===== config.mk =====
export PLATFORM = sky130hd
export DESIGN_NAME = k_way_sorted_merge
export DESIGN_NICKNAME = d
export VERILOG_FILES = /design/src/sv/kwm_pkg.sv /design/src/sv/k_way_sorted_merge.sv
export SDC_FILE = /design/constraint.sdc
export NUM_CORES = 2
export LEC_CHECK = 0
export ABC_AREA = 1
export BUFFER_PORTS_ARGS = -buffer_cell sky130_fd_sc_hd__buf_2
export CAP_MARGIN = 20
export CORE_MARGIN = 5
export CORE_UTILIZATION = 39
export CTS_BUF_LIST = sky130_fd_sc_hd__clkbuf_2 sky130_fd_sc_hd__clkbuf_4 sky130_fd_sc_hd__clkbuf_8
export CTS_CLUSTER_SIZE = 25
export DETAILED_ROUTE_END_ITERATION = 8
export GPL_TIMING_DRIVEN = 0
export PLACE_DENSITY = 0.51
export SLEW_MARGIN = 10
export SYNTH_ARGS = -nofsm -noshare
export SYNTH_HDL_FRONTEND = slang
export SYNTH_SLANG_ARGS = --single-unit

===== constraint.sdc =====
create_clock -name clk -period 18.4 [get_ports clk]
set_input_delay 0.92 -clock clk [delete_from_list [all_inputs] [get_ports clk]]
set_output_delay 0.92 -clock clk [all_outputs]
set_load 0.02 [all_outputs]

===== src/sv/kwm_pkg.sv =====
`timescale 1ns / 1ps
// kwm_pkg: types, constants and the head-compare helper for the k-way merge.
// No dependencies; imported by k_way_sorted_merge and tb_k_way_sorted_merge.
package kwm_pkg;

  localparam int unsigned DEF_MAX_ROWS = 8;  // default row count, range 1..8
  localparam int unsigned TREE_LEAVES  = 8;  // compare tree is built for up to 8 rows
  localparam int unsigned TREE_RW      = 3;  // row index width inside the tree
  localparam int unsigned VAL_W        = 32;
  localparam int unsigned COL_W        = 4;
  localparam int unsigned CFG_W        = 4;

  typedef logic signed [VAL_W-1:0] val_t;

  // one candidate head in the min tree
  typedef struct packed {
    logic               vld;
    logic [TREE_RW-1:0] row;
    val_t               val;
  } cand_t;

  typedef enum logic [5:0] {
    S_IDLE    = 6'b000001,
    S_INIT_RD = 6'b000010,
    S_INIT_WR = 6'b000100,
    S_PAIR    = 6'b001000,
    S_PICK    = 6'b010000,
    S_FETCH   = 6'b100000
  } state_t;

  // smaller of two heads; a is the lower row and wins ties
  function automatic cand_t cand_min(input cand_t a, input cand_t b);
    cand_t res;
    if (b.vld && (!a.vld || (b.val < a.val))) res = b;
    else res = a;
    return res;
  endfunction

endpackage


===== src/sv/k_way_sorted_merge.sv =====
`timescale 1ns / 1ps
// k_way_sorted_merge: loads a k-by-k matrix one element per cycle, then emits
// its k*k values in merged order (min over row heads, ties to the lower row).
// After the last element, the row heads are primed row by row (store read,
// head write), then each result passes pair compare, final pick and store
// read, and head refill; busy is high throughout. Loading takes one element
// per cycle while busy is low. Reset clears control state and sets k
// to 8; the element store is not cleared. Results are strobed, never stalled.
module k_way_sorted_merge
  import kwm_pkg::*;
#(
  parameter int unsigned MAX_ROWS = DEF_MAX_ROWS
) (
  input  logic             clk,
  input  logic             rst_n,
  // configuration
  input  logic             cfg_valid,
  output logic             cfg_ready,
  input  logic [CFG_W-1:0] cfg_order_size,
  // input transactions
  input  logic             start,
  output logic             busy,
  input  logic [VAL_W-1:0] in_element_value,
  // result transactions
  output logic             out_strobe,
  output logic [VAL_W-1:0] out_merged_value,
  output logic             out_is_final
);

  localparam int unsigned DEPTH = MAX_ROWS * MAX_ROWS;
  localparam int unsigned AW    = (DEPTH > 1) ? $clog2(DEPTH) : 1;
  localparam int unsigned LCW   = $clog2(DEPTH + 1);
  localparam int unsigned KW    = $clog2(MAX_ROWS + 1);
  localparam int unsigned XW    = 2 * KW + 1;

  // ---------------------------------------------------------------------------
  // registers
  state_t                   state_r, state_nxt;
  logic [CFG_W-1:0]         order_size_r;
  logic [LCW-1:0]           load_cnt_r, load_cnt_nxt;
  logic [LCW-1:0]           out_cnt_r, out_cnt_nxt;
  logic [TREE_RW-1:0]       init_row_r, init_row_nxt;
  logic [TREE_LEAVES-1:0]   head_vld_r;
  logic [COL_W-1:0]         col_r [TREE_LEAVES];
  val_t                     head_r [TREE_LEAVES];
  cand_t                    pair_r [TREE_LEAVES/2];
  cand_t                    sel_r;
  logic                     out_strobe_r;
  val_t                     out_value_r;
  logic                     out_final_r;

  val_t                     mem [DEPTH];
  val_t                     rd_data_r;

  // ---------------------------------------------------------------------------
  // effective k and element count
  logic [KW-1:0]  k_eff;
  logic [LCW-1:0] total;

  always_comb begin
    if (order_size_r == '0) k_eff = KW'(1);
    else if (order_size_r > CFG_W'(MAX_ROWS)) k_eff = KW'(MAX_ROWS);
    else k_eff = KW'(order_size_r);
  end

  assign total = LCW'(k_eff) * LCW'(k_eff);

  // ---------------------------------------------------------------------------
  // compare tree: leaves are the row head registers
  cand_t leaf [TREE_LEAVES];
  cand_t pair_nxt [TREE_LEAVES/2];
  cand_t half0, half1, best;

  always_comb begin
    for (int j = 0; j < TREE_LEAVES; j++) begin
      leaf[j].vld = head_vld_r[j];
      leaf[j].row = TREE_RW'(j);
      leaf[j].val = head_r[j];
    end
    for (int i = 0; i < TREE_LEAVES/2; i++) begin
      pair_nxt[i] = cand_min(leaf[2*i], leaf[2*i+1]);
    end
    half0 = cand_min(pair_r[0], pair_r[1]);
    half1 = cand_min(pair_r[2], pair_r[3]);
    best  = cand_min(half0, half1);
  end

  // next column of the winning row, and whether that row still has entries
  logic [COL_W-1:0] best_col_inc;
  logic             best_more;
  logic [XW-1:0]    addr_x;
  logic [AW-1:0]    rd_addr;
  logic             rd_en;

  assign best_col_inc = col_r[best.row] + COL_W'(1);
  assign best_more    = best_col_inc < COL_W'(k_eff);

  always_comb begin
    if (state_r == S_INIT_RD) begin
      addr_x = XW'(init_row_r) * XW'(k_eff);
      rd_en  = 1'b1;
    end else begin
      addr_x = XW'(best.row) * XW'(k_eff) + XW'(best_col_inc);
      rd_en  = (state_r == S_PICK) && best_more;
    end
    rd_addr = addr_x[AW-1:0];
  end

  // ---------------------------------------------------------------------------
  // element store
  logic accept;
  logic cfg_wr;
  logic load_done;

  assign accept    = start && !busy;
  assign cfg_wr    = cfg_valid && cfg_ready;
  assign load_done = accept && ((load_cnt_r + LCW'(1)) == total);

  always_ff @(posedge clk) begin
    if (accept) begin
      mem[load_cnt_r[AW-1:0]] <= val_t'(in_element_value);
    end
  end

  always_ff @(posedge clk) begin
    if (rd_en) begin
      rd_data_r <= mem[rd_addr];
    end
  end

  // ---------------------------------------------------------------------------
  // control
  logic last_out;
  assign last_out = (out_cnt_r + LCW'(1)) == total;

  always_comb begin
    state_nxt    = state_r;
    load_cnt_nxt = load_cnt_r;
    out_cnt_nxt  = out_cnt_r;
    init_row_nxt = init_row_r;
    case (state_r)
      S_IDLE: begin
        if (cfg_wr) begin
          load_cnt_nxt = '0;
        end else if (load_done) begin
          load_cnt_nxt = '0;
          out_cnt_nxt  = '0;
          init_row_nxt = '0;
          state_nxt    = S_INIT_RD;
        end else if (accept) begin
          load_cnt_nxt = load_cnt_r + LCW'(1);
        end
      end
      S_INIT_RD: state_nxt = S_INIT_WR;
      S_INIT_WR: begin
        if (KW'(init_row_r) + KW'(1) == k_eff) begin
          state_nxt = S_PAIR;
        end else begin
          init_row_nxt = init_row_r + TREE_RW'(1);
          state_nxt    = S_INIT_RD;
        end
      end
      S_PAIR: state_nxt = S_PICK;
      S_PICK: begin
        out_cnt_nxt = out_cnt_r + LCW'(1);
        state_nxt   = last_out ? S_IDLE : S_FETCH;
      end
      S_FETCH: state_nxt = S_PAIR;
      default: state_nxt = S_IDLE;
    endcase
  end

  always_ff @(posedge clk) begin
    if (!rst_n) begin
      state_r      <= S_IDLE;
      order_size_r <= CFG_W'(8);
      load_cnt_r   <= '0;
      out_cnt_r    <= '0;
      init_row_r   <= '0;
      head_vld_r   <= '0;
      out_strobe_r <= 1'b0;
    end else begin
      state_r      <= state_nxt;
      load_cnt_r   <= load_cnt_nxt;
      out_cnt_r    <= out_cnt_nxt;
      init_row_r   <= init_row_nxt;
      out_strobe_r <= (state_r == S_PICK);
      if (cfg_wr) begin
        order_size_r <= cfg_order_size;
      end
      if (load_done) begin
        head_vld_r <= '0;
      end else if (state_r == S_INIT_WR) begin
        head_vld_r[init_row_r] <= 1'b1;
      end else if (state_r == S_PICK && !best_more) begin
        head_vld_r[best.row] <= 1'b0;  // row exhausted
      end
    end
  end

  // head values, column pointers and pipeline payload
  always_ff @(posedge clk) begin
    if (state_r == S_INIT_WR) begin
      head_r[init_row_r] <= rd_data_r;
      col_r[init_row_r]  <= '0;
    end
    if (state_r == S_PICK) begin
      col_r[best.row] <= best_col_inc;
      sel_r           <= best;
      out_value_r     <= best.val;
      out_final_r     <= last_out;
    end
    if (state_r == S_FETCH && head_vld_r[sel_r.row]) begin
      head_r[sel_r.row] <= rd_data_r;
    end
    if (state_r == S_PAIR) begin
      for (int i = 0; i < TREE_LEAVES/2; i++) begin
        pair_r[i] <= pair_nxt[i];
      end
    end
  end

  assign busy             = (state_r != S_IDLE);
  assign cfg_ready        = !busy;
  assign out_strobe       = out_strobe_r;
  assign out_merged_value = out_value_r;
  assign out_is_final     = out_final_r;

  // ---------------------------------------------------------------------------
  // assertions
  a_pick_has_head: assert property (@(posedge clk) disable iff (!rst_n)
    (state_r == S_PICK) |-> best.vld)
    else $error("merge pick found no live row head");

  a_strobe_spaced: assert property (@(posedge clk) disable iff (!rst_n)
    out_strobe_r |=> !out_strobe_r)
    else $error("results issued on consecutive cycles");

  a_final_ends_merge: assert property (@(posedge clk) disable iff (!rst_n)
    (out_strobe_r && out_final_r) |-> (!busy && load_cnt_r == '0))
    else $error("final result while merge still running");

  a_cfg_clears_load: assert property (@(posedge clk) disable iff (!rst_n)
    cfg_wr |=> (load_cnt_r == '0))
    else $error("config write did not abort the partial load");

endmodule


# == Yosys cells after proc, flatten, opt, wreduce, memory -nomap -nowiden ==
# Memory sizes are Yosys's and may differ from the RTL's. A register that Yosys moved wholly into a read port is not among the register bits.
# Index checks and enable logic that the tools add are counted.
# Widths: inputs -> output; s select.
# totals
regBits,72
ram_bits,2480
word_cells,147
n_memories,4
# classes
n_addsub,6
mul,3
magnitude_cmp,14
eq_ne,13
muxes,50
bitwise_logic,4
n_reduce_logical,43
# mem_list
name,words,width,rd,rd_ports_with_merged_regs,wr,line,rtl
mem,64,32,1,1,1,k_way_sorted_merge.sv:52,val_t mem [DEPTH];
head_r,8,32,8,0,1,k_way_sorted_merge.sv:45,val_t head_r [TREE_LEAVES];
pair_r,4,36,4,0,4,k_way_sorted_merge.sv:46,cand_t pair_r [TREE_LEAVES/2];
col_r,8,4,1,0,1,k_way_sorted_merge.sv:44,logic [COL_W-1:0] col_r [TREE_LEAVES];
# op_table
op,n
$lt 32x32->1,7
$mux 36,6
$pmux 6 s6,1
$mux 35,1
$mux 7,5
$mux 32,1
$reduce_or 32->1,1
$mux 6,4
$mux 1,16
$mux 4,4
$mux 8,2
$logic_and 1x1->1,15
$mux 3,5
$add 7x1->7 const B,2
$eq 7x7->1,2
$pmux 7 s2,1
$lt 3x4->1 const B,3
$mul 3x4->6,2
$logic_not 1->1,9
$and 8x8->8,1
$not 8->8,1
$or 8x8->8,1
$logic_or 1x1->1,7
$mul 4x4->7,1
other kinds (28),35

# == Logic depth before layout (Yosys ltp) ==
# An unclocked memory read counts as a cell.
# depth
word_depth,17
depth_mapped,58
ltp_nobuf,54

# == Worst setup path after synthesis ==
# Ideal clock, no wire load.
# synth_path
kind,reg-to-reg
start,reg state_r[2]
end,reg state_r[4]
t_arrival_ns,14.432
required_time_ns,18.271
path_slack_ns,3.839
stages_incl_launch_ff,3
path_buffers,0
path_cell_list,dfxtp_1 nor4_1 and3_1
# synth_via
elab_chain_cells,6
elab_cells_between_ends,15
# synth_lines
item,line,rtl
from (decl),k_way_sorted_merge.sv:38,"state_t state_r, state_nxt;"
from (signal assigned),k_way_sorted_merge.sv:183,state_r <= state_nxt;
$ne 6x1->1,k_way_sorted_merge.sv:223,assign busy = (state_r != S_IDLE);
$logic_not 1->1,"k_way_sorted_merge.sv:115, k_way_sorted_merge.sv:224",
$logic_and 1x1->1,k_way_sorted_merge.sv:115,assign accept = start && !busy;
$logic_and 1x1->1,k_way_sorted_merge.sv:117,assign load_done = accept && ((load_cnt_r + LCW'(1)) == total);
$ne 2x2->1 (no line),--,
$reduce_and 2->1 (no line),--,
# Several ways; a longest one is shown, not always the timed one.
# A chain may end at the register's enable or synchronous reset.

==> results.md <==
- Synth warnings: 0
- Post-Syn Instances: about 8,000
- WL per Instance: 29.3 microns
- Via count: 72,322
- Worst-case clock buffer depth: 4
- Crit share post-route: 0.717
- First-pass GRT wire length: 517,000 microns
- Hold WS: about 0.12 ns
- Largest net degree at the start of global routing: 65
- Initial DRC Count: between 9,000 and 10,000
- Tmin final: between 10 and 15 ns
- Starting Density: 0.391
- Async set or reset register ratio after synthesis: 0
- CTS tree: yes
- #FFs+latches synth: around 2,600
- Final Max Tran Viols: 0
- Synth Area in Compound Gates: 0.125
- Initial antenna violation count: 32
- IO Count: 76
- CTS buffer count: 429
- Worst-path cell with the longest stage delay: clkbuf_1
- Avg Inst Size Synth: 13.1 sq um
- Max_cap viols: 0
- Clock Tree Root: clkbuf_8
- Full die area: 0.281 sq mm
- Area leader, netlist: edfxtp_1
- Post-Route WL: roughly 370,000 microns
- Primary FF master, synth: edfxtp_1
- CP dominant cell by count: clkbuf_1
- Synth top area share: 0.723
- Simple-Gate Fraction of Synth Area: 0.0823
- Startpoint types: register
- Met2 usage: 0.399
- Residual DRC: 0
- Hold Buf Count CTS: 0
- Crit Path Max Fanout: 10
- Post-Synth Adder-Cell Area: 0.0304
- Met3 Resource Use GR: 0.0514
- Post-DRT Antenna Nets: 0
- Detail Placement HPWL: 259,000 microns
- Crit path required time: roughly 19 ns
- Cts repair resizes: 0
- Global route overflow: 0
- Main combinational cell family by area after synthesis: compound AO/OA/AOI/OAI gates
- Total track usage: 0.257
- Commonest cells after routing, fill and taps aside: edfxtp_1, o21ai_0, nor2_1
- Crit end category: register
- CTS sink cnt: about 2,600
- H-tree depth: 5
- Core ar.: 0.270 sq mm
- F_max: 0.0758 GHz
- Commonest non-fill, non-tap cell in the layout: edfxtp_1
- Final hold violation count: 0
- Worst skew pair latency: 1.17 ns
- Xor/xnor share of the synthesized area: 0.00240
- Largest delay share family, worst path: buffers and inverters
- Yosys cell types: between 50 and 60
- Leak: a little over 0.04 uW
- Fraction of layout cells with a size suffix above 1: 0.118
- Met1 GRT Util: 0.350
- Sequential-to-total area share from yosys stat: 0.730
- Final setup vio count: 0
- Die width: 530 microns
- Fin nets: 8,986
- Input/output buffers: 75
- Status: complete, no violations
- Area Overhead vs Synth: 16.2%
- RePlAce Congestion: roughly 1.0
- Least-Margin Pin Slew: around 1.3 ns
- Total power: roughly 13,000 uW
- Maximum VDD drop: 0.0864 mV
- Grt peak-use layer: met2
- Post-synth EDFFs: 2,540
- Worst Hold Class: in -> reg
- Unrepaired setup endpoints after global routing: false
- Worst Path Buf+Inv: 10
- Power per cell area: between 100 and 150 mW/mm^2
- Mapped Area: 0.105 sq mm
- Vias in the first global route: roughly 70,000
- Critical path's largest stage delay: 0.74 ns
- Mux contribution to synthesized area: 0
- Synth top area cells: edfxtp_1, o21ai_0, nor2_1
- WS Path Type: reg -> reg
- Fin Clk Skew: 0.165 ns
- Die height: 530 microns
- CP Data Arrival Time: 13.84 ns
- Row count: 191
- 1st-pass router iterations: 8
- Clock transition at path regs: 0.06 ns
- Max-slew headroom: 0.145
- Post-CTS Setup Bufs: 0
- Vias per Instance: 5.73
==> where the power goes <==
| part | internal, uW | switching [uW] |
|---|---|---|
| Combinational | 219 | 827 |
| Clock | 2690 | 2390 |
| Sequential | 6450 | 5.31 |
==> area by class of cell <==
type	count	area, sq um
Timing Repair Buffer	236	3530
Antenna cell	13	32.5
Multi-Input combinational cell	4618	25900
Sequential cell	2576	77000
Tap cell	3570	4470
Buffer	498	1920
Clock buffer	590	7130
Clock inverter	188	1320
Fill cell	24373	148000
Inverter	336	1260
==> metrics by stage <==
stage / utilization / cell area [sq um] / cells / setup TNS [ns] / worst slack, ns
2_1_floorplan: - / 105000 / 8028 / 0 / 3.84
3_3_place_gp: 0.408 / 110000 / 11673 / -426.82 / -3.39
3_5_place_dp: 0.422 / 114000 / 11833 / 0 / 5.45
4_1_cts: 0.454 / 122000 / 12611 / 0 / 5.34
5_1_grt: 0.454 / 123000 / 12613 / 0 / 4.77
6_report: 0.454 / 123000 / 12625 / 0 / 5.22
==> layer usage <==
metal / share of wire / up-vias
met5: 0.00018 / -
met4: 0.049 / 8
met3: 0.091 / 698
met2: 0.45 / 3630
met1: 0.41 / 36337
li1: - / 31649
==> Yosys cell counts (3+ instances only) <==
cell,instances
edfxtp_1,2540
o21ai_0,1286
nor2_1,1196
nand2_1,587
clkbuf_1,471
o221ai_1,424
inv_1,317
nand3_1,258
ha_1,242
a21oi_1,176
o211ai_1,104
o22ai_1,101
nand4_1,39
dfxtp_1,36
a31oi_1,34
nor3_1,19
buf_1,18
xor2_1,18
a211oi_1,17
or2_2,15
nand2_2,11
inv_2,10
clkinv_1,9
fa_1,9
xnor2_1,9
o21ai_1,8
o2111ai_1,7
o21a_1,7
nor4_1,6
buf_2,5
o221a_2,5
nor2_2,4
a41oi_1,3
buf_6,3
==> registers in the layout, indices dropped and copies added (netlist names), 3 cells and up <==
name and flops:
head_r 256, out_merged_value 32, head_vld_r 8, sel_r 3, rd_data_r 32, pair_r 136, order_size_r 4, mem 2048
out_cnt_r 7, state_r 6, init_row_r 3, col_r 32, load_cnt_r 7
==> kinds of logic after synthesis <==
group | count (synthesis)
xor gates and xnor gates | 28
adders and majority gates | 251
other | 1
AOI/OAI and AO/OA | 2188
DFF | 2576
and+or+nand+nor | 2149
buffers and inverters | 834
==> worst register-to-register path: cells and delay by family, from the launching register on <==
kind / cells / cell delay (ns)
buffers and inverters: 10 / 4.34
adder cells (fa/ha/maj): 5 / 2.05
flip-flops: 1 / 0.36
AND/OR/NAND/NOR: 16 / 2.84
AO/OA/AOI/OAI: 11 / 3.17
==> path summary, 6_finish.rpt <==
check | slack, ns | cells past startpoint | start | to
worst max register to register | 5.22 | 42 | pair_r[2][15]$_DFFE_PP_ | rd_data_r[10]$_DFFE_PP_
worst max-delay path | 5.22 | 42 | pair_r[2][15]$_DFFE_PP_ | rd_data_r[10]$_DFFE_PP_
worst min register to register | 0.47 | 2 | head_vld_r[6]$_SDFFE_PP0P_ | head_vld_r[6]$_SDFFE_PP0P_
worst min-delay path | 0.12 | 1 | in_element_value[1] | mem[61][1]$_DFFE_PP_
No activity file was read; power rests on OpenSTA's default activity.
